<file path="src/design/cpet_queue.sv">
module cpet_queue #(
    parameter int WIDTH = 66
) (
    input  logic             i_clk,
    input  logic             i_rst_n,
    input  logic             i_push,
    input  logic [WIDTH-1:0] i_data,
    input  logic             i_pop,
    output logic             o_full,
    output logic             o_empty,
    output logic [WIDTH-1:0] o_data
);

    logic [WIDTH-1:0] r_mem [2];
    logic             r_wr_ptr;
    logic             r_rd_ptr;
    logic [1:0]       r_count;
    logic             do_push;
    logic             do_pop;

    assign o_full  = r_count == 2'd2;
    assign o_empty = r_count == 2'd0;
    assign o_data  = r_mem[r_rd_ptr];
    assign do_push = i_push && !o_full;
    assign do_pop  = i_pop && !o_empty;

    always_ff @(posedge i_clk) begin
        if (!i_rst_n) begin
            r_wr_ptr <= 1'b0;
            r_rd_ptr <= 1'b0;
            r_count  <= 2'd0;
        end else begin
            if (do_push) begin
                r_wr_ptr <= !r_wr_ptr;
            end
            if (do_pop) begin
                r_rd_ptr <= !r_rd_ptr;
            end
            if (do_push && !do_pop) begin
                r_count <= r_count + 2'd1;
            end else if (do_pop && !do_push) begin
                r_count <= r_count - 2'd1;
            end
        end
    end

    always_ff @(posedge i_clk) begin
        if (do_push) begin
            r_mem[r_wr_ptr] <= i_data;
        end
    end

endmodule

</file>
<file path="config.mk">
export PLATFORM = sky130hd
export DESIGN_NAME = cpet_queue
export DESIGN_NICKNAME = d
export VERILOG_FILES = /design/src/design/cpet_queue.sv
export SDC_FILE = /design/constraint.sdc
export NUM_CORES = 1
export LEC_CHECK = 0
export BUFFER_PORTS_ARGS = -buffer_cell sky130_fd_sc_hd__buf_2
export CORE_MARGIN = 2
export CORE_UTILIZATION = 54
export CTS_BUF_LIST = sky130_fd_sc_hd__clkbuf_4
export DETAILED_ROUTE_END_ITERATION = 6
export PLACE_DENSITY = 0.82
export RECOVER_POWER = 25
export SYNTH_ARGS = -nofsm -noshare
export SYNTH_HDL_FRONTEND = slang
export SYNTH_SLANG_ARGS = --single-unit
</file>
<file path="constraint.sdc">
create_clock -name i_clk -period 5.23 [get_ports i_clk]
set_input_delay 0 -clock i_clk [delete_from_list [all_inputs] [get_ports i_clk]]
set_output_delay 0 -clock i_clk [all_outputs]
set_load 0.01 [all_outputs]
</file>
After elaboration in Yosys (flattened, before gate mapping)
Memories as Yosys holds them, arrays and structs flattened. A register that Yosys moved wholly into a read port is not among the register bits.
Cells that the tools add are included.
{"block": "totals", "regBits": 4, "mem_bits_rw": 132, "output_inout_bits": 68, "word_cells": 25, "memories": 1}
{"block": "classes", "addsub": 2, "eq_ne": 1, "n_mux": 6, "n_reduce_logical": 12}
{"name": "r_mem", "words": 2, "word_bits": 66, "read_ports": 1, "rd_clocked_by_memory_dff": 1, "write_ports": 1, "line": "14", "rtl": "logic [WIDTH-1:0] r_mem [2];"}
{"operator": "$logic_not A1 Y1", "count": 6}
{"operator": "$logic_and A1 B1 Y1", "count": 4}
{"operator": "$mux W1", "count": 4}
{"operator": "$mux W2", "count": 2}
{"operator": "$add A2 B1 Y2 const B", "count": 1}
{"operator": "$eq A2 B2 Y1 const B", "count": 1}
{"operator": "$logic_not A2 Y1", "count": 1}
{"operator": "$reduce_bool A2 Y1", "count": 1}
{"operator": "$sub A2 B1 Y2 const B", "count": 1}

Depth between registers and ports, before layout
{"block": "logic_depth", "depth_word": 7, "depth_mapped": 7, "ltp_nobuf": 7}

Worst setup path after synthesis
No wires, ideal clock.
{"block": "synth_timing", "path_kind": "register to register", "from": "register r_count[0]", "to": "memory r_mem[0][0] (enable)", "setup_ns": 0.480, "t_arrival_ns": 3.168, "required_time_ns": 4.750, "path_slack_ns": 1.582, "stages_incl_launch_ff": 4, "path_buffers": 0, "path_cell_list": "dfxtp_1 -> nand2b_1 -> inv_2 -> nor3_2"}
{"block": "synth_between", "elab_chain_cells": 5}
{"element": "from (decl)", "line": "17", "rtl": "logic [1:0] r_count;"}
{"element": "from (signal assigned)", "line": "40", "rtl": "r_count <= r_count + 2'd1;"}
{"element": "from (signal assigned)", "line": "42", "rtl": "r_count <= r_count - 2'd1;"}
{"element": "$eq A2 B2 Y1", "line": "21", "rtl": "assign o_full = r_count == 2'd2;"}
{"element": "net o_full", "line": "9", "rtl": "output logic o_full,"}
{"element": "$logic_not A1 Y1", "line": "24", "rtl": "assign do_push = i_push && !o_full;"}
{"element": "$logic_and A1 B1 Y1", "line": "24"}
{"element": "$mux W1", "line": "48", "rtl": "if (do_push) begin"}
{"element": "$mux W1 (implied by the code)", "line": "49", "rtl": "r_mem[r_wr_ptr] <= i_data;"}
{"element": "to (decl)", "line": "14"}
The timed path passes the listed nets, and every way through them passes these cells.

Worst setup path in the final report
{"block": "layout_timing", "from": "register r_count[0]", "to": "memory r_mem[1][65] (enable)"}
{"block": "layout_between", "elab_chain_cells": 5}
{"element": "$eq A2 B2 Y1", "line": "21"}
{"element": "$logic_not A1 Y1", "line": "24"}
{"element": "$logic_and A1 B1 Y1", "line": "24"}
{"element": "$mux W1", "line": "48"}
{"element": "$mux W1 (implied by the code)", "line": "49"}
No other way between the ends.

==> flow_summary.ini <==
[outcome]
status = complete, no violations

[die]
fp-row-count = 35
die_w_um = 100
start_util_pct = 54.9
fp.coreArea_um2 = 9110
die_y_um = 100
dieArea_um2 = 10100
boundaryPins = 138

[worst_setup_path]
start_kind = register
crit_arrival_ps = 2400
path_cells = nand2b_1 > and3_2 > buf_4
crit_family = simple AND/OR/NAND/NOR gates
worst-endpoint-required_ps = 5380
crit_type = reg -> reg
path_buf_inv = 1
path_max_fanout = 35
endpoint_kind = register
cp_slowest_cell = and3_2
critPathMaxStageDelay_ps = 700

[place]
gp_congestion = 0.717
dpl_worst_slack_ps = 2960
dp_cells = 474
port_buffers = 137
dpl.hpwl_um = 5350

[clock_tree]
htree_num_levels = 4
cts-buffers-inserted = 17
path_clk_slew_ps = 110
cts_tree = built
postCtsSetupRepairBufs = 0
clk_latency_ps = 510
cts_buffer_depth = 2
cts_sinks = 137
cts-root-buf = clkbuf_4

[grt]
antenna_found_initial = 0
grt-ovfl-total = 0
grt_pass1_wl_um = 14100
first_global_vias = 3050
grtUsageTotal_pct = 19.0
grt_start_max_net_pins = 67

[timing]
slew_violations = 0
setup_viol = 0
tightest_slew_ps = 909
fin_crit_ps = 2250
finalWorstSetupSlack_ps = 2980
setup-tns-final_ps = 0
slew_headroom_pct = 39.4
hold_violations = 0
fmax_mhz = 444
fin_skew_ps = 11.9
grt_setup_unrepaired = no
finalCritPeriodShare_pct = 43.0

[detailed_routing]
vias = 2840
drc = 0
drt_pass1_iterations = 4
first_iter_violations = 84
detail-route-antenna-nets = 0
drt_wl_total_um = 9470
wire_per_inst_um = 16.5
routed_via_density = 4.94

[min_path]
hp-class = in -> reg

[yosys]
ys_ff_latch = 137
syn_avg_cell_area_um2 = 21.8
netlist_top_cells_area = edfxtp_1 (79%), mux2_1 (9.0%), mux2_2 (5.9%)
syn_area_um2 = 5000
synth_top_area_share_pct = 79.2
synth_top_area_cell = edfxtp_1
ys_warn_count = 0
synth.distinct_cells = 23
syn-num-nets = 301
synthCells = 230
ys_seq_area_share_pct = 81.2

[finish]
n_antenna_cell = 0
fin_cells = 575
finalNetCount = 522
drive_gt1_share_pct = 37.3
syn2layout_area_growth_pct = 35.2

[power]
power_density_nw_per_um2 = 427
p_leak_nw = 2.52
vdd_drop_max_mv = 0.333

[run]
max_cap_violations = 0
[per-stage QoR]
| stage | utilization (%) | hold slack, ps | power [mW] | area, um2 |
|---|---|---|---|---|
| floorplan | - | 98.9 | 1.90 | 5000 |
| global placement | 63.7 | 189 | 2.13 | 5800 |
| detailed placement | 63.7 | 193 | 2.15 | 5800 |
| CTS | 74.7 | 156 | 2.92 | 6800 |
| global route | 74.3 | 160 | 3.02 | 6760 |
| finish | 74.3 | 198 | 2.89 | 6760 |
[power by group]
group          leakage, nW  internal, mW  switching, mW  total [mW]
Clock                0.164         0.347          0.377       0.724
Sequential            1.27          1.38          0.109        1.49
Combinational         1.08         0.342          0.337       0.679
[cell families (layout without fill, tap and decap cells)]
| kind of cell | after synthesis | in the layout | share of synthesized area [%] |
|---|---|---|---|
| multiplexers | 66 | 66 | 14.9 |
| flip-flops | 137 | 137 | 81.2 |
| XOR/XNOR | 3 | 3 | 0.525 |
| AND/OR/NAND/NOR | 9 | 9 | 1.10 |
| AO/OA/AOI/OAI | 5 | 5 | 0.650 |
| adder cells (fa/ha/maj) | 1 | 1 | 0.250 |
| buffers and inverters | 9 | 243 | 1.40 |
[routing by layer]
metal,global-route usage (%),wire (um)
met4,7.48,149
met2,32.5,4900
met5,0,0
met1,22.5,3840
met3,6.27,584
[Yosys cell counts]
library cell	number
a21boi_0	1
a21boi_1	1
and2_1	3
and3_1	1
buf_2	2
buf_4	1
buf_6	4
dfxtp_1	5
edfxtp_1	132
ha_1	1
inv_1	1
inv_2	1
mux2_1	40
mux2_2	26
nand2b_1	1
nor2_1	2
nor3_2	1
o21a_1	1
o21ai_0	1
o21ai_1	1
or3_1	1
xnor2_1	2
xor2_1	1
[placed cells by master (no fill, tap or decap), types with 2 or more instances in the layout]
cell type / Yosys / layout
and2_1: 3 / 3
buf_2: 2 / 108
buf_4: 1 / 3
bufinv_16: 0 / 3
clkbuf_1: 0 / 29
clkbuf_4: 0 / 19
clkinv_2: 0 / 2
clkinv_4: 0 / 3
clkinvlp_4: 0 / 2
dfxtp_1: 5 / 4
dlygate4sd3_1: 0 / 69
edfxtp_1: 132 / 132
inv_6: 0 / 3
mux2_1: 40 / 40
mux2_2: 26 / 26
nor2_1: 2 / 2
xnor2_1: 2 / 2
[worst register-to-register path, delay by kind of cell, from the launching register on]
kind	cells	cell delay, ps
buffers and inverters	1	560
DFF	1	450
and+or+nand+nor	2	890
[path summary, 6_finish.rpt]
check                          startpoint                      end  slack, ps  cells after the start
setup / recovery  r_count[0]$_SDFFE_PN0P_   r_mem[1][65]$_DFFE_PP_       2980                      3
hold / removal                     i_push  r_count[1]$_SDFFE_PN0P_        200                      6
setup reg to reg  r_count[0]$_SDFFE_PN0P_   r_mem[1][65]$_DFFE_PP_       2980                      3
hold reg to reg   r_count[1]$_SDFFE_PN0P_  r_count[1]$_SDFFE_PN0P_        550                      2
[area by class of cell]
type,instances,area [um2]
Sequential cell,137,4070
Fill cell,566,2340
Timing Repair Buffer,209,1360
Multi-Input combinational cell,84,877
Clock inverter,13,168
Clock buffer,19,143
Tap cell,111,139
Inverter,2,7.51
[sequential cells by signal, indices dropped and copies added (netlist names), named ones only]
signal and count:
r_mem 132, r_count 2, r_rd_ptr 1, r_wr_ptr 1
[timing repair]
item / 4_1_cts / 5_1_grt
gates resized for setup: 0 / 0
hold buffers: 69 / 0
endpoints found under the hold margin: 137 / 0
Power figures use the tool's default switching activity.
