`src/design/cpet_pkg.sv`:
```
package cpet_pkg;

    localparam int GROUP_W   = 3;
    localparam int MASK_BITS = 64;
    localparam int MASK_ROW  = 8;
    localparam int EVENT_W   = 3;

    typedef logic [EVENT_W-1:0] t_event;

    localparam t_event EV_SKIP  = 3'd0;
    localparam t_event EV_ENTER = 3'd1;
    localparam t_event EV_STAY  = 3'd2;
    localparam t_event EV_EXIT  = 3'd3;
    localparam t_event EV_APART = 3'd4;

    typedef struct packed {
        t_event ev;
        logic   ovl;
        logic   full;
    } t_result;

endpackage

```
`src/design/cpet_ram.sv`:
```
module cpet_ram #(
    parameter int WIDTH = 65,
    parameter int DEPTH = 64
) (
    input  logic                     i_clk,
    input  logic                     i_we,
    input  logic [$clog2(DEPTH)-1:0] i_waddr,
    input  logic [WIDTH-1:0]         i_wdata,
    input  logic                     i_re,
    input  logic [$clog2(DEPTH)-1:0] i_raddr,
    output logic [WIDTH-1:0]         o_rdata
);

    logic [WIDTH-1:0] r_mem [DEPTH];
    logic [WIDTH-1:0] r_rdata;

    always_ff @(posedge i_clk) begin
        if (i_we) begin
            r_mem[i_waddr] <= i_wdata;
        end
        if (i_re) begin
            r_rdata <= r_mem[i_raddr];
        end
    end

    assign o_rdata = r_rdata;

endmodule

```
`src/design/cpet_back.sv`:
```
module cpet_back #(
    parameter int PAIR_ENTRIES = 64,
    parameter int ID_BITS      = 32
) (
    input  logic                       i_clk,
    input  logic                       i_rst_n,
    input  logic                       i_q_empty,
    input  logic [2*ID_BITS+1:0]       i_q_data,
    output logic                       o_q_pop,
    output logic                       o_strobe,
    output cpet_pkg::t_result          o_result
);

    localparam int KW    = 2 * ID_BITS;
    localparam int IDX_W = $clog2(PAIR_ENTRIES);
    localparam int CNT_W = $clog2(PAIR_ENTRIES + 1);

    localparam logic [1:0] S_IDLE = 2'd0;
    localparam logic [1:0] S_READ = 2'd1;
    localparam logic [1:0] S_CMP  = 2'd2;

    logic [1:0]        r_state, n_state;
    logic [IDX_W-1:0]  r_idx, n_idx;
    logic [CNT_W-1:0]  r_fill, n_fill;
    logic [KW-1:0]     r_key, n_key;
    logic              r_ovl, n_ovl;
    logic              r_strobe, n_strobe;
    cpet_pkg::t_result r_result, n_result;

    logic              q_skip;
    logic              q_ovl;
    logic [KW-1:0]     q_key;
    logic              we;
    logic [IDX_W-1:0]  waddr;
    logic [KW:0]       wdata;
    logic              re;
    logic [KW:0]       rdata;
    logic              has_room;
    logic              last;

    assign q_skip   = i_q_data[KW+1];
    assign q_ovl    = i_q_data[KW];
    assign q_key    = i_q_data[KW-1:0];
    assign has_room = r_fill < CNT_W'(PAIR_ENTRIES);
    assign last     = CNT_W'(r_idx) + CNT_W'(1) == r_fill;

    cpet_ram #(
        .WIDTH (KW + 1),
        .DEPTH (PAIR_ENTRIES)
    ) u_ram (
        .i_clk   (i_clk),
        .i_we    (we),
        .i_waddr (waddr),
        .i_wdata (wdata),
        .i_re    (re),
        .i_raddr (r_idx),
        .o_rdata (rdata)
    );

    always_comb begin
        n_state  = r_state;
        n_idx    = r_idx;
        n_fill   = r_fill;
        n_key    = r_key;
        n_ovl    = r_ovl;
        n_strobe = 1'b0;
        n_result = r_result;
        o_q_pop  = 1'b0;
        we       = 1'b0;
        waddr    = r_fill[IDX_W-1:0];
        wdata    = {r_ovl, r_key};
        re       = 1'b0;
        unique case (r_state)
            S_IDLE: begin
                if (!i_q_empty) begin
                    o_q_pop = 1'b1;
                    n_key   = q_key;
                    n_ovl   = q_ovl;
                    if (q_skip) begin
                        n_strobe = 1'b1;
                        n_result = '{ev: cpet_pkg::EV_SKIP, ovl: 1'b0, full: 1'b0};
                    end else if (r_fill == '0) begin
                        we       = 1'b1;
                        wdata    = {q_ovl, q_key};
                        n_fill   = r_fill + CNT_W'(1);
                        n_strobe = 1'b1;
                        n_result = '{ev: q_ovl ? cpet_pkg::EV_ENTER : cpet_pkg::EV_APART,
                                     ovl: q_ovl, full: 1'b0};
                    end else begin
                        n_idx   = '0;
                        n_state = S_READ;
                    end
                end
            end
            S_READ: begin
                re      = 1'b1;
                n_state = S_CMP;
            end
            S_CMP: begin
                if (rdata[KW-1:0] == r_key) begin
                    we       = 1'b1;
                    waddr    = r_idx;
                    n_strobe = 1'b1;
                    n_result.ovl  = r_ovl;
                    n_result.full = 1'b0;
                    if (r_ovl) begin
                        n_result.ev = rdata[KW] ? cpet_pkg::EV_STAY : cpet_pkg::EV_ENTER;
                    end else begin
                        n_result.ev = rdata[KW] ? cpet_pkg::EV_EXIT : cpet_pkg::EV_APART;
                    end
                    n_state = S_IDLE;
                end else if (last) begin
                    we       = has_room;
                    n_fill   = has_room ? r_fill + CNT_W'(1) : r_fill;
                    n_strobe = 1'b1;
                    n_result = '{ev: r_ovl ? cpet_pkg::EV_ENTER : cpet_pkg::EV_APART,
                                 ovl: r_ovl, full: !has_room};
                    n_state  = S_IDLE;
                end else begin
                    n_idx   = r_idx + IDX_W'(1);
                    n_state = S_READ;
                end
            end
            default: begin
                n_state = S_IDLE;
            end
        endcase
    end

    always_ff @(posedge i_clk) begin
        if (!i_rst_n) begin
            r_state  <= S_IDLE;
            r_fill   <= '0;
            r_strobe <= 1'b0;
        end else begin
            r_state  <= n_state;
            r_fill   <= n_fill;
            r_strobe <= n_strobe;
        end
    end

    always_ff @(posedge i_clk) begin
        r_idx    <= n_idx;
        r_key    <= n_key;
        r_ovl    <= n_ovl;
        r_result <= n_result;
    end

    assign o_strobe = r_strobe;
    assign o_result = r_result;

endmodule
```
`config.mk`:
```
export PLATFORM = sky130hd
export DESIGN_NAME = cpet_back
export DESIGN_NICKNAME = d
export VERILOG_FILES = /design/src/design/cpet_pkg.sv /design/src/design/cpet_ram.sv /design/src/design/cpet_back.sv
export SDC_FILE = /design/constraint.sdc
export NUM_CORES = 2
export LEC_CHECK = 0
export BUFFER_PORTS_ARGS = -buffer_cell sky130_fd_sc_hd__clkbuf_2
export CAP_MARGIN = 20
export CORE_AREA = 10 10 585 587
export DETAILED_ROUTE_END_ITERATION = 10
export DIE_AREA = 0 0 595 597
export SYNTH_ARGS = -nofsm -noshare
export SYNTH_HDL_FRONTEND = slang
export SYNTH_MEMORY_MAX_BITS = 65536
export SYNTH_SLANG_ARGS = --single-unit
```
`constraint.sdc`:
```
create_clock -name i_clk -period 14.7 [get_ports i_clk]
set_clock_uncertainty 0.15 [all_clocks]
set_input_delay 2.94 -clock i_clk [delete_from_list [all_inputs] [get_ports i_clk]]
set_output_delay 2.94 -clock i_clk [all_outputs]
set_load 0.1 [all_outputs]
```
# Word level (Yosys, flattened, before mapping)
# Memory sizes are Yosys's and may differ from the RTL's. A register that Yosys moved wholly into a read port is not among the register bits.
# Cells that the tools add are included.
# word_totals
reg_bits	86
n_memories	1
in_bits	69
output_inout_bits	7
ram_bits	4160
elab_cells	90
# memory_table
memory	words	width	read_ports	rd_ports_with_merged_regs	write_ports	line	source
u_ram.r_mem	64	65	1	1	1	cpet_ram.sv:14	logic [WIDTH-1:0] r_mem [DEPTH];
# op_classes
n_eq_ne	14
n_reduce_logical	9
magnitude_cmp	1
n_bitwise	1
mux	52
addsub	3
# ops
operator	n
$mux W65	4
$eq A64 B64 Y1	1
$mux W6	7
$mux W7	6
$mux W5	5
$mux W1	16
$ne A2 B2 Y1 const B	8
$pmux W7 S2	1
$mux W3	4
$pmux W6 S2	1
$pmux W5 S2	1
$mux W2	4
$add A6 B1 Y7 const B	1
$add A7 B1 Y7 const B	1
$eq A7 B7 Y1	1
$logic_not A7 Y1	1
$lt A7 B7 Y1 const B	1
$reduce_and A7 Y1	1
$add A6 B1 Y6 const B	1
$ne A3 B3 Y1 const B	2
$pmux W2 S3	1
$reduce_and A6 Y1	1
$pmux W1 S2	2
$reduce_and A4 Y1	1
8 further kinds	8

# Depth between registers and ports, before layout
# logic_depth
depth_word	7
depth_mapped	12

# Modules after synthesis
# Synthesis repeated with hierarchy kept, for this count alone.
# hier_totals
cells_unflattened	6971
area_unflattened_um2	163792.1
# by_module_without_submodules
mod	instances	area_per_inst_um2	cells_per_inst
cpet_ram	1	158981.2	6606
cpet_back	1	4810.9	365

# Worst setup path after synthesis
# OpenSTA, ideal clock, no wires.
# synth_path
path_type	input to register
startpoint	in i_q_empty
endpoint	mem u_ram.r_mem[14][0] (enable)
slack_ns	0.465
cell_stages	7
t_arrival_ns	13.596
n_path_buf	1
setup_time_ns	0.489
required_time_ns	14.061
cell_sequence	nor3_1 -> or3b_1 -> clkbuf_1 -> o32ai_1 -> o21ai_1 -> o32a_1 -> nor2_1
# synth_via
elab_chain_len	4
# synth_lines
item	line	source
start: declaration	cpet_back.sv:7	input logic i_q_empty,
$mux W1	cpet_back.sv:75	if (!i_q_empty) begin
$pmux W1 S2	cpet_back.sv:73	unique case (r_state)
$mux W1	cpet_ram.sv:18	if (i_we) begin
$mux W1 (implied by the code)	cpet_ram.sv:19	r_mem[i_waddr] <= i_wdata;
end: declaration	cpet_ram.sv:14	
# No other way between the ends.

# Worst setup path after layout
# layout_path
startpoint	in i_q_empty
endpoint	out o_q_pop
# layout_via
elab_chain_len	2
# layout_lines
item	line	source
$mux W1	cpet_back.sv:75	
$mux W1	cpet_back.sv:73	
end: declaration	cpet_back.sv:9	output logic o_q_pop,
# No other way between the ends.

==> impl_metrics.yaml <==
grt:
  groute.usage.overall_pct: 24.2
  first_global_vias: 74923
  global_route_wire_length_before_repair_microns: 608000
  grt_max_degree: 129
  gr-total-overflow: 0
  antenna_found_initial: 36
setup_path:
  startpoint_type: "input pin"
  critPathMostFrequentCell: "clkbuf_2"
  timing.critical_path.cells: "clkbuf_2 -> nor3_2 -> buf_4 -> clkbuf_2"
  startpoint_to_endpoint_class_of_the_critical_path: "input pin to output port"
  cpPeakStageDelay_ns: 0.50
  critical_path_data_required_time_ns: 11.61
  crit_path_end_kind: "output port"
  worstPathMaxFanout: 7
  critPathSlowestCell: "clkbuf_2"
  worst_ep_arrival_time_ns: 3.98
  worst_r2r_path_depth: 8
sta:
  final-max-slew-violation-count: 0
  tightest_slew_ns: 1.23
  hold_slack_ns: 0.500
  maxClockFrequency_ghz: 0.141
  finalSetupTns_ns: 0
  rsz0062_at_grt: "no"
  final.period_utilization_pct: 48.1
  setup_viol_count_final: 0
  report.final.hold_viol_count: 0
  timing.max_slew.rel_slack_pct: 17.7
  min_cycle_time_layout_ns: 7.07
synthesis:
  synth-async-reset-ratio_pct: 0
  synthesis.area_per_instance_sq_um: 25.7
  synth-edff-count: 4301
  dominantRegCellSynth: "edfxtp_1"
  yosys.cell_count.top_type: "edfxtp_1"
  yosys.area.top_type: "edfxtp_1"
  yosys_warnings: 0
  synthesis.instances: 6401
  synth_top_cells_by_count: "4,301 x edfxtp_1, 1,357 x mux4_2, 156 x clkbuf_1"
  synthDominantCellAreaShare_pct: 78.6
  seq_area_frac_synth_pct: 78.8
  mappedNetlistNets: 6474
  ys_ff_latch: 4311
  ys_top_cells_by_area: "edfxtp_1 79%, mux4_2 19%, mux2_2 0.47%"
  netlist_area_sq_um: 164000
  yosysUniqueCellTypes: 58
clock_network:
  cts_root_buffer_type: "clkbuf_16"
  cts_sinks: 4311
  clock_latency_ns: 0.98
  clockBufferDepth: 4
  hold_buffers: 0
  clkTransAtPathRegs_ns: 0.06
  number_of_buffers_created_by_cts: 438
  ctsResizeCount: 0
  tritoncts: "yes"
  post_cts.repair.setup_buffers: 0
  htreeDepth: 5
routing:
  routed_wirelength_microns: 436000
  detailroute.via_count: 74416
  pre_antenna_drt_iters: 6
  post-route-drc-count: 0
  postRouteAntennaNets: 0
  detailedRoute.firstIterationViolations: 9517
  post_detailed_route_wirelength_per_cell_microns: 37.7
  via_per_inst: 6.43
cells_and_area:
  multiInputGateArea_sq_um: 34000
  finalInstanceArea_sq_um: 185000
  layout.nets: 6893
  post_route_cells_drive_above_1_share_pct: 33.5
  fillCellCount: 23638
  final_cells: 11570
  register_area_sq_um: 129000
  area.growth.synth_to_final_pct: 12.8
floorplanning:
  initial_core_util_pct: 49.8
  io-pin-count: 76
  chip_width_microns: 595
  core_region_area_sq_um: 330000
  die_area_sq_um: 355000
  rows: 211
  die_y_microns: 597
outcome:
  result_of_the_run: "completed"
worst_hold_path:
  hold_depth: 2
  min_path_type: "flip-flop to flip-flop"
place:
  placed_cells: 10738
  buffer_ports.inserted: 75
  post-dp-hpwl_microns: 244000
  placedInstanceArea_sq_um: 171000
  routabilityCongestion: 0.822
power_and_ir_drop:
  max-vdd-ir-drop_mv: 0.130
  power_density_nw_per_um2: 138
  power_leakage_nw: 56.8
job:
  maxCapViolCount: 0
-- cell families (layout without fill, tap and decap cells) --
kind of cell,after synthesis,count (layout),synth area share (%)
flops,4311,4311,78.8
compound gates,49,49,0.219
simple gates,182,182,0.536
fa+ha+maj,4,4,0.0305
xor+xnor,75,75,0.409
buf+inv,341,1123,0.890
other cells,0,21,0
mux,1439,1439,19.2
-- routing by layer --
metal	up-vias	wire length (microns)	global-route usage (%)
met5	-	103	0
met4	16	17500	8.34
met3	705	35600	4.62
met2	3386	211000	38.9
met1	41318	171000	33.8
li1	28991	-	-
-- per-stage QoR --
step           utilization, %  power [W]  worst slack [ns]
2_1_floorplan               -     0.0145             0.465
3_3_place_gp             51.9     0.0150              7.01
3_5_place_dp             51.9     0.0150              7.13
4_1_cts                  56.1     0.0258              7.61
5_1_grt                  56.2     0.0263              7.56
6_report                 56.2     0.0256              7.63
-- cell usage in the layout, fill, tap and decap left out, drive strengths merged, types with 6 or more instances in the layout --
cell	instances
a21oi	6
a41oi	6
buf	234
bufinv	41
clkbuf	619
clkinv	202
dfxtp	10
diode	21
edfxtp	4301
inv	22
mux2	68
mux2i	14
mux4	1357
nand2	13
nand3	6
nand4	20
nor2	91
nor3	15
nor4	8
o21ai	12
xnor2	70
-- state kept, by name, summed over array words and instances (netlist names) --
register and flops:
r_key 64, u_ram.r_mem 4160, r_ovl 1, u_ram.o_rdata 65
o_result 5, o_strobe 1, r_state 2, r_fill 7
r_idx 6
-- cell type report --
cell class / instances / share of cell area (%)
Antenna cell: 21 / 0.0284
Timing Repair Buffer: 309 / 1.29
Multi-Input combinational cell: 1749 / 18.4
Sequential cell: 4311 / 69.8
Tap cell: 4366 / 2.95
Clock inverter: 259 / 1.29
Inverter: 11 / 0.0263
Clock buffer: 544 / 6.21
-- critical path, delay by kind of cell --
family,cells,cell delay (ns)
AND/OR/NAND/NOR,1,0.18
buffers and inverters,3,0.86
-- power by group --
part / switching [W] / total, W / internal, W
sequential: 0.0000175 / 0.0137 / 0.0137
combinational: 0.000702 / 0.000991 / 0.000289
clock: 0.00460 / 0.0108 / 0.00625
-- worst paths after layout --
| kind | start | to | slack [ns] |
|---|---|---|---|
| worst max-delay path | i_q_empty | o_q_pop | 7.63 |
| worst min-delay path | r_fill[3] | r_fill[3] | 0.50 |
| worst max register to register | r_key[48] | u_ram.r_mem[38][13] | 7.74 |
| worst min register to register | r_fill[3] | r_fill[3] | 0.50 |
Power figures use the tool's default switching activity.
