--- src/design/cpet_pkg.sv ---
package cpet_pkg;

    localparam int GROUP_W   = 3;
    localparam int MASK_BITS = 64;
    localparam int MASK_ROW  = 8;
    localparam int EVENT_W   = 3;

    typedef logic [EVENT_W-1:0] t_event;

    localparam t_event EV_SKIP  = 3'd0;
    localparam t_event EV_ENTER = 3'd1;
    localparam t_event EV_STAY  = 3'd2;
    localparam t_event EV_EXIT  = 3'd3;
    localparam t_event EV_APART = 3'd4;

    typedef struct packed {
        t_event ev;
        logic   ovl;
        logic   full;
    } t_result;

endpackage

--- src/design/cpet_front.sv ---
module cpet_front #(
    parameter int GROUPS     = 8,
    parameter int ID_BITS    = 32,
    parameter int COORD_BITS = 16
) (
    input  logic                             i_clk,
    input  logic                             i_rst_n,
    input  logic                             i_cfg_valid,
    output logic                             o_cfg_ready,
    input  logic [cpet_pkg::MASK_BITS-1:0]   i_cfg_data,
    input  logic                             i_start,
    output logic                             o_busy,
    input  logic [cpet_pkg::GROUP_W-1:0]     i_left_group,
    input  logic [cpet_pkg::GROUP_W-1:0]     i_right_group,
    input  logic [ID_BITS-1:0]               i_left_id,
    input  logic [ID_BITS-1:0]               i_right_id,
    input  logic signed [COORD_BITS-1:0]     i_left_x,
    input  logic signed [COORD_BITS-1:0]     i_left_y,
    input  logic [COORD_BITS-1:0]            i_left_w,
    input  logic [COORD_BITS-1:0]            i_left_h,
    input  logic signed [COORD_BITS-1:0]     i_right_x,
    input  logic signed [COORD_BITS-1:0]     i_right_y,
    input  logic [COORD_BITS-1:0]            i_right_w,
    input  logic [COORD_BITS-1:0]            i_right_h,
    input  logic                             i_q_full,
    output logic                             o_q_push,
    output logic [2*ID_BITS+1:0]             o_q_data
);

    localparam int C = COORD_BITS;

    logic [cpet_pkg::MASK_BITS-1:0] r_mask;
    logic                           r_s1_valid;
    logic                           r_s1_skip;
    logic [2*ID_BITS-1:0]           r_s1_key;
    logic signed [C-1:0]            r_lp [2];
    logic signed [C-1:0]            r_rp [2];
    logic [C-1:0]                   r_ls [2];
    logic [C-1:0]                   r_rs [2];

    logic                           accept;
    logic                           swap;
    logic [cpet_pkg::GROUP_W-1:0]   row;
    logic [cpet_pkg::GROUP_W-1:0]   col;
    logic                           n_skip;
    logic [1:0]                     axis_ok;
    logic                           ovl;

    assign o_cfg_ready = 1'b1;
    assign accept      = i_start && !o_busy;
    assign o_busy      = r_s1_valid && i_q_full;
    assign o_q_push    = r_s1_valid && !i_q_full;

    assign swap = i_left_group > i_right_group;
    assign row  = swap ? i_right_group : i_left_group;
    assign col  = swap ? i_left_group : i_right_group;

    always_comb begin
        n_skip = 1'b0;
        if (32'(row) >= GROUPS || 32'(col) >= GROUPS) begin
            n_skip = 1'b1;
        end else if (!r_mask[{row, col}]) begin
            n_skip = 1'b1;
        end else if (i_left_id == i_right_id) begin
            n_skip = 1'b1;
        end
    end

    always_ff @(posedge i_clk) begin
        if (!i_rst_n) begin
            r_mask     <= '0;
            r_s1_valid <= 1'b0;
        end else begin
            if (i_cfg_valid) begin
                r_mask <= i_cfg_data;
            end
            if (accept) begin
                r_s1_valid <= 1'b1;
            end else if (o_q_push) begin
                r_s1_valid <= 1'b0;
            end
        end
    end

    always_ff @(posedge i_clk) begin
        if (accept) begin
            r_s1_skip <= n_skip;
            r_s1_key  <= swap ? {i_right_id, i_left_id} : {i_left_id, i_right_id};
            r_lp[0]   <= swap ? i_right_x : i_left_x;
            r_lp[1]   <= swap ? i_right_y : i_left_y;
            r_ls[0]   <= swap ? i_right_w : i_left_w;
            r_ls[1]   <= swap ? i_right_h : i_left_h;
            r_rp[0]   <= swap ? i_left_x : i_right_x;
            r_rp[1]   <= swap ? i_left_y : i_right_y;
            r_rs[0]   <= swap ? i_left_w : i_right_w;
            r_rs[1]   <= swap ? i_left_h : i_right_h;
        end
    end

    // 2*|dp| < sl + sr per axis
    always_comb begin
        logic signed [C:0] d;
        logic [C:0]        mag;
        logic [C+1:0]      twice;
        logic [C:0]        sum;
        for (int a = 0; a < 2; a++) begin
            d     = (C+1)'(r_lp[a]) - (C+1)'(r_rp[a]);
            mag   = d[C] ? (C+1)'(-d) : (C+1)'(d);
            twice = {mag, 1'b0};
            sum   = {1'b0, r_ls[a]} + {1'b0, r_rs[a]};
            axis_ok[a] = twice < {1'b0, sum};
        end
    end

    assign ovl      = &axis_ok && !r_s1_skip;
    assign o_q_data = {r_s1_skip, ovl, r_s1_key};

endmodule

--- config.mk ---
export PLATFORM = sky130hd
export DESIGN_NAME = cpet_front
export DESIGN_NICKNAME = d
export VERILOG_FILES = /design/src/design/cpet_pkg.sv /design/src/design/cpet_front.sv
export SDC_FILE = /design/constraint.sdc
export NUM_CORES = 1
export LEC_CHECK = 0
export CAP_MARGIN = 40
export CORE_ASPECT_RATIO = 0.7
export CORE_UTILIZATION = 55
export DETAILED_ROUTE_END_ITERATION = 16
export DONT_BUFFER_PORTS = 1
export GPL_TIMING_DRIVEN = 0
export PLACE_DENSITY = 0.7
export SETUP_SLACK_MARGIN = 0.3
export SLEW_MARGIN = 30
export SYNTH_ARGS = -nofsm -noshare
export SYNTH_HDL_FRONTEND = slang
export SYNTH_SLANG_ARGS = --single-unit
--- constraint.sdc ---
create_clock -name i_clk -period 19.35 [get_ports i_clk]
set_input_delay 1.935 -clock i_clk [delete_from_list [all_inputs] [get_ports i_clk]]
set_output_delay 1.935 -clock i_clk [all_outputs]
set_load 0.005 [all_outputs]
# --- Word-level counts from Yosys, hierarchy flattened ---
# Memories as Yosys holds them, arrays and structs flattened.
# Cells that the tools add are included.
word_totals:
  reg_bits: 130
  ram_bits: 128
  input_bits: 267
  out_inout_bits: 69
  elab_cells: 48
  memories: 4
classes:
  addsub: 6
  magnitude_cmp: 4
  n_eq_ne: 1
  mux: 20
  n_reduce_logical: 9
memory_table:
  columns: ["name", "words", "word_bits", "read_ports", "rd_ports_with_merged_regs", "write_ports", "line_no", "source"]
  rows:
  - ["r_lp", 2, 16, 2, 0, 2, "cpet_front.sv:36", "logic signed [C-1:0] r_lp [2];"]
  - ["r_ls", 2, 16, 2, 0, 2, "cpet_front.sv:38", "logic [C-1:0] r_ls [2];"]
  - ["r_rp", 2, 16, 2, 0, 2, "cpet_front.sv:37", "logic signed [C-1:0] r_rp [2];"]
  - ["r_rs", 2, 16, 2, 0, 2, "cpet_front.sv:39", "logic [C-1:0] r_rs [2];"]
op_table:
  columns: ["cell", "count"]
  rows:
  - ["16-bit 2-to-1 mux", 8]
  - ["64-bit 2-to-1 mux", 1]
  - ["18-bit by 17-bit less-than comparator with 1-bit output", 2]
  - ["16-bit by 16-bit adder with 17-bit output", 2]
  - ["17-bit 2-to-1 mux", 2]
  - ["17-bit negation", 2]
  - ["16-bit by 16-bit subtractor with 17-bit output", 2]
  - ["32-bit == test", 1]
  - ["6-bit by 7-bit less-than comparator with 1-bit output, second input constant", 1]
  - ["1-bit binary-select mux with 6-bit select", 1]
  - ["1-bit 2-to-1 mux", 6]
  - ["3-bit 2-to-1 mux", 2]
  - ["1-bit logical AND", 4]
  - ["3-bit greater-than comparator", 1]
  - ["1-bit zero test", 3]
  - ["2-bit AND reduction", 1]
  - ["2-bit nonzero test", 1]

# --- Longest topological paths before layout ---
# An unclocked memory read counts as a cell.
depth:
  word_depth: 7
  ltp_mapped: 23
  mapped_depth_nobuf: 21

# --- Worst setup path before layout ---
# OpenSTA, ideal clock, no wires.
synth_path:
  path_kind: "in2reg"
  startpoint: "in i_q_full"
  endpoint: "mem r_lp[0][0] (netlist bit) (enable)"
  setup_ps: 772
  t_arrival_ps: 10645
  required_ps: 18578
  path_slack_ps: 7933
  stages: 2
  n_path_buf: 0
  path_cell_list: "and2_1 nor2b_1"
synth_rtl:
  columns: ["item", "line_no", "source"]
  rows:
  - ["from (decl)", "cpet_front.sv:25", "input logic i_q_full,"]
  - ["to (decl)", "cpet_front.sv:36", null]

==> results_tabular.tex <==
\begin{tabular}{lr}
\hline
Metric & Value \\
\hline
\multicolumn{2}{l}{\textbf{Min path}} \\
\quad HP Class & reg -> reg \\
\quad Number of cells traversed by the worst hold path & 2 \\
\multicolumn{2}{l}{\textbf{Synth}} \\
\quad Area fraction of the dominant cell type after synthesis & between 30 and 40\% \\
\quad Number of instances in the synthesized netlist & roughly 1300 \\
\quad Ys Warns & 0 \\
\quad EDFF count, synth & roughly 190 \\
\quad Number of flip-flops and latches in the synthesized netlist & roughly 260 \\
\quad Top cell type by total area after synthesis & edfxtp\_1 \\
\quad Average cell area after synthesis & 11.9 um\^{}2 \\
\quad Most area-consuming cells after synthesis & edfxtp\_1 (36\%), mux2\_2 (14\%), dfxtp\_1 (8.1\%) \\
\quad Post-Synthesis Cell Area & 0.0160 mm\^{}2 \\
\quad Most frequently used flop master after synthesis & edfxtp\_1 \\
\quad Portion of the post-synthesis area used by sequential elements & roughly 44\% \\
\quad Nets in the synthesized netlist & 1719 \\
\quad Number of distinct standard cells referenced by the synthesized netlist & 77 \\
\quad Async S/R FF share, synth & 0\% \\
\multicolumn{2}{l}{\textbf{Worst setup path}} \\
\quad R2R setup slack & 17440 ps \\
\quad Category of the worst setup path capture point & primary output \\
\quad Number of cells on the worst reg-to-reg path & 6 \\
\quad Cell class contributing the biggest share of worst-path delay & compound AO/OA/AOI/OAI gates \\
\quad Worst Path Buf+Inv & 2 \\
\quad Worst setup path endpoint & o\_q\_data[64] \\
\quad Slowest cell on the critical path & a31oi\_1 \\
\quad Worst EP arrival & 5770 ps \\
\quad Launch instance of the worst register-to-register path & r\_s1\_valid \\
\quad Series of cell instances along the critical path & ha\_1 > fa\_1 > nor2b\_1 > o31ai\_1 > a211oi\_1 > o21ai\_1 > a2bb2oi\_1 > a31oi\_1 > clkbuf\_1 > a21oi\_1 > xnor2\_1 > ha\_1 > and4\_1 > a21oi\_1 > a21boi\_0 > o31a\_1 > o21ai\_0 > nand3\_1 > nor3\_1 > buf\_4 \\
\quad Worst path max stage delay & approximately 580 ps \\
\quad Data required time of the critical path & about 17000 ps \\
\quad Largest fanout on the critical path & 10 \\
\quad Worst Path Class, Setup & reg -> out \\
\quad Logic depth of the worst setup path including buffers & 20 \\
\quad Endpoint of the worst-slack reg-to-reg timing path & r\_ls[0][24] \\
\quad Kind of start point of the critical path & register \\
\quad Worst setup path startpoint & r\_rp[0][16] \\
\multicolumn{2}{l}{\textbf{Clock tree}} \\
\quad \# hold bufs at CTS & 0 \\
\quad Clk pin slew, worst setup/hold paths & $\sim$60 ps \\
\quad Number of instances resized during post-cts repair & 0 \\
\quad Clock tree buffer depth & 3 \\
\quad Clock Sink Count & 258 \\
\quad CTS H-Tree Depth & 1 \\
\quad Number of buffers created by CTS & 27 \\
\quad Root buffer cell & clkbuf\_16 \\
\quad Clock latency of the later-clocked register in the worst-skew pair & 570 ps \\
\quad Post-CTS setup buffers & 0 \\
\quad TritonCTS clock tree & built \\
\multicolumn{2}{l}{\textbf{Cells and area}} \\
\quad Leading cell type in the layout, fill and taps excluded & mux2\_2 \\
\quad Final Net Count & 1759 \\
\quad Filler cell count & around 2300 \\
\quad Growth of design area from synthesis to finish & 10.2\% \\
\quad Sequential cell area & a little over 0.007 mm\^{}2 \\
\quad Most used cells in the layout excluding fill and tap cells & mux2\_2 (196), edfxtp\_1 (193), mux2i\_1 (102) \\
\quad Area of combinational cells with multiple inputs & $\sim$0.0085 mm\^{}2 \\
\quad Ratio of cells with drive above 1 in the final layout & between 20 and 25\% \\
\quad Total inserted antenna cells & 0 \\
\quad Utilization after layout & 62.5\% \\
\quad Non-filler cells in the finished layout & roughly 1800 \\
\multicolumn{2}{l}{\textbf{Routing}} \\
\quad Number of antenna-violating nets in the routed design & 0 \\
\quad Total number of vias & roughly 10000 \\
\quad Number of detailed-route iterations in the first pass & 5 \\
\quad Final routed wire length divided by cell count & 21.5 um \\
\quad Starting DRC count in detailed routing & roughly 560 \\
\quad Post-detailed-route DRC marker count & 0 \\
\quad Average via count per standard cell & between 5 and 6 \\
\quad Total wire length after detailed routing & about 38000 um \\
\multicolumn{2}{l}{\textbf{Die}} \\
\quad Die Height & 145 um \\
\quad Width of the die & around 210 um \\
\quad Placeable core region & 0.0282 mm\^{}2 \\
\quad I/O pin count & 336 \\
\quad Area of the die & about 0.030 mm\^{}2 \\
\quad Rows & between 50 and 60 \\
\quad Initial standard-cell utilization of the core & a little under three fifths \\
\multicolumn{2}{l}{\textbf{Timing}} \\
\quad Finish-stage setup viols & 0 \\
\quad Worst-case headroom to the max-slew limit & $\sim$46\% \\
\quad Final hold viol count & 0 \\
\quad Maximum clock frequency & about 0.13 GHz \\
\quad Setup TNS & 0 ps \\
\quad Unrepaired setup endpoints after global routing & false \\
\quad Worst path setup slack after routing & around 12000 ps \\
\quad Max-slew violation total from the final report & 0 \\
\quad Post-route fraction of the period consumed by the critical path & 39.8\% \\
\quad Slew of the pin with the lowest slew margin & 810 ps \\
\quad Final setup skew & approximately 15 ps \\
\quad Min cycle time layout & roughly 7700 ps \\
\multicolumn{2}{l}{\textbf{Place}} \\
\quad Placed wire-length estimate after detailed placement & 29500 um \\
\quad Final weighted congestion in routability-driven placement & $\sim$0.86 \\
\quad Minimum setup slack after placement & between 10000 and 15000 ps \\
\quad IO Port Bufs & 0 \\
\quad Cells after DPL & $\sim$1700 \\
\multicolumn{2}{l}{\textbf{Power and ir drop}} \\
\quad Ratio of total power to cell area & 99.2 mW/mm\^{}2 \\
\quad Static leakage power & a little under 0.007 uW \\
\quad Maximum vdd ir drop & roughly 63 uV \\
\quad PnR Total Power & approximately 1700 uW \\
\multicolumn{2}{l}{\textbf{Global route}} \\
\quad Total global-route track usage & between 20 and 30\% \\
\quad Overflow after GRT & 0 \\
\quad Antenna violations before repair & 0 \\
\quad Via count of the first global-routing pass & between 10000 and 15000 \\
\quad Global-route wire length before repair & approximately 57000 um \\
\quad Largest net degree at the start of global routing & 27 \\
\multicolumn{2}{l}{\textbf{Run status}} \\
\quad Outcome & completed \\
\multicolumn{2}{l}{\textbf{Job}} \\
\quad Max-capacitance violation count & 0 \\
\hline
\end{tabular}
-- sequential cells by signal, summed over array words and instances, names as in the netlist --
| signal | cells |
|---|---|
| r_s1_valid | 1 |
| r_s1_key | 64 |
| r_lp | 32 |
| r_s1_skip | 1 |
| r_ls | 32 |
| r_mask | 64 |
| r_rp | 32 |
| r_rs | 32 |
-- cell usage after synthesis (4+ instances only) --
master,n
and2_1,4
nor2_1,50
and3_1,5
nand2b_1,6
xor2_1,36
clkbuf_1,38
inv_1,57
a21oi_1,61
a211oi_1,11
edfxtp_1,193
nor2b_1,88
a21o_1,8
o211ai_1,6
nor4_1,5
a21boi_0,4
fa_1,4
a31oi_1,7
or2_2,5
nand3_1,14
nand2_1,32
a2111oi_0,4
o31a_1,4
buf_4,4
nand4_1,12
o21ai_1,4
or3_1,4
a31o_2,4
dfxtp_1,65
o21ai_0,35
mux2_2,196
o311ai_0,4
o31ai_1,7
xnor2_1,70
o21a_1,21
nor3_1,17
mux2i_1,102
o41ai_1,4
ha_1,101
-- kinds of logic after synthesis --
group	share of synthesized area (%)
multiplexers	20.5
AND/OR/NAND/NOR	9.38
flip-flops	44.4
AO/OA/AOI/OAI	8.77
XOR/XNOR	5.90
buffers and inverters	2.72
adder cells (fa/ha/maj)	8.40
other	0.0234
-- layout make-up --
class | count | share of cell area [%]
inverter | 57 | 1.21
multi-input combinational | 982 | 48.1
clock buffer | 39 | 4.50
tap | 371 | 2.63
buffer | 50 | 1.26
clock inverter | 11 | 0.568
sequential | 258 | 40.2
timing repair buffer | 11 | 1.53
-- layer usage --
| layer | up-vias | wire, um | track usage, % |
|---|---|---|---|
| met5 | - | 0 | 0 |
| met4 | 0 | 1030 | 6.85 |
| met3 | 64 | 3330 | 8.64 |
| met2 | 303 | 17700 | 41.2 |
| met1 | 4999 | 16300 | 31.3 |
| li1 | 5090 | - | - |
-- where the power goes --
group | switching [uW] | internal (uW) | leakage [uW]
Sequential | 21.6 | 655 | 0.00240
Combinational | 290 | 256 | 0.00394
Clock | 226 | 300 | 0.000446
-- stage by stage --
stage	hold slack [ps]	cell area [um^2]
after floorplan	474	16000
after global placement	491	16500
after detailed placement	502	16700
after CTS	520	17600
after global routing	530	17600
final	513	17600
-- worst min path at each step --
stage	slack, ps	startpoint	to
2_1_floorplan	470	r_mask[13]	r_mask[13]
3_3_place_gp	490	r_mask[15]	r_mask[15]
3_5_place_dp	500	r_mask[15]	r_mask[15]
4_1_cts	520	r_mask[15]	r_mask[15]
5_1_grt	530	r_mask[15]	r_mask[15]
6_report	510	r_mask[38]	r_mask[38]
-- worst reg2reg max path, cell delays in order, from the launching register on --
cell and delay (ps):
dfxtp_1 300, and2_1 190, nor2b_4 310, buf_16 230
buf_16 200, buf_16 190, buf_16 200
Power figures use the tool's default switching activity.
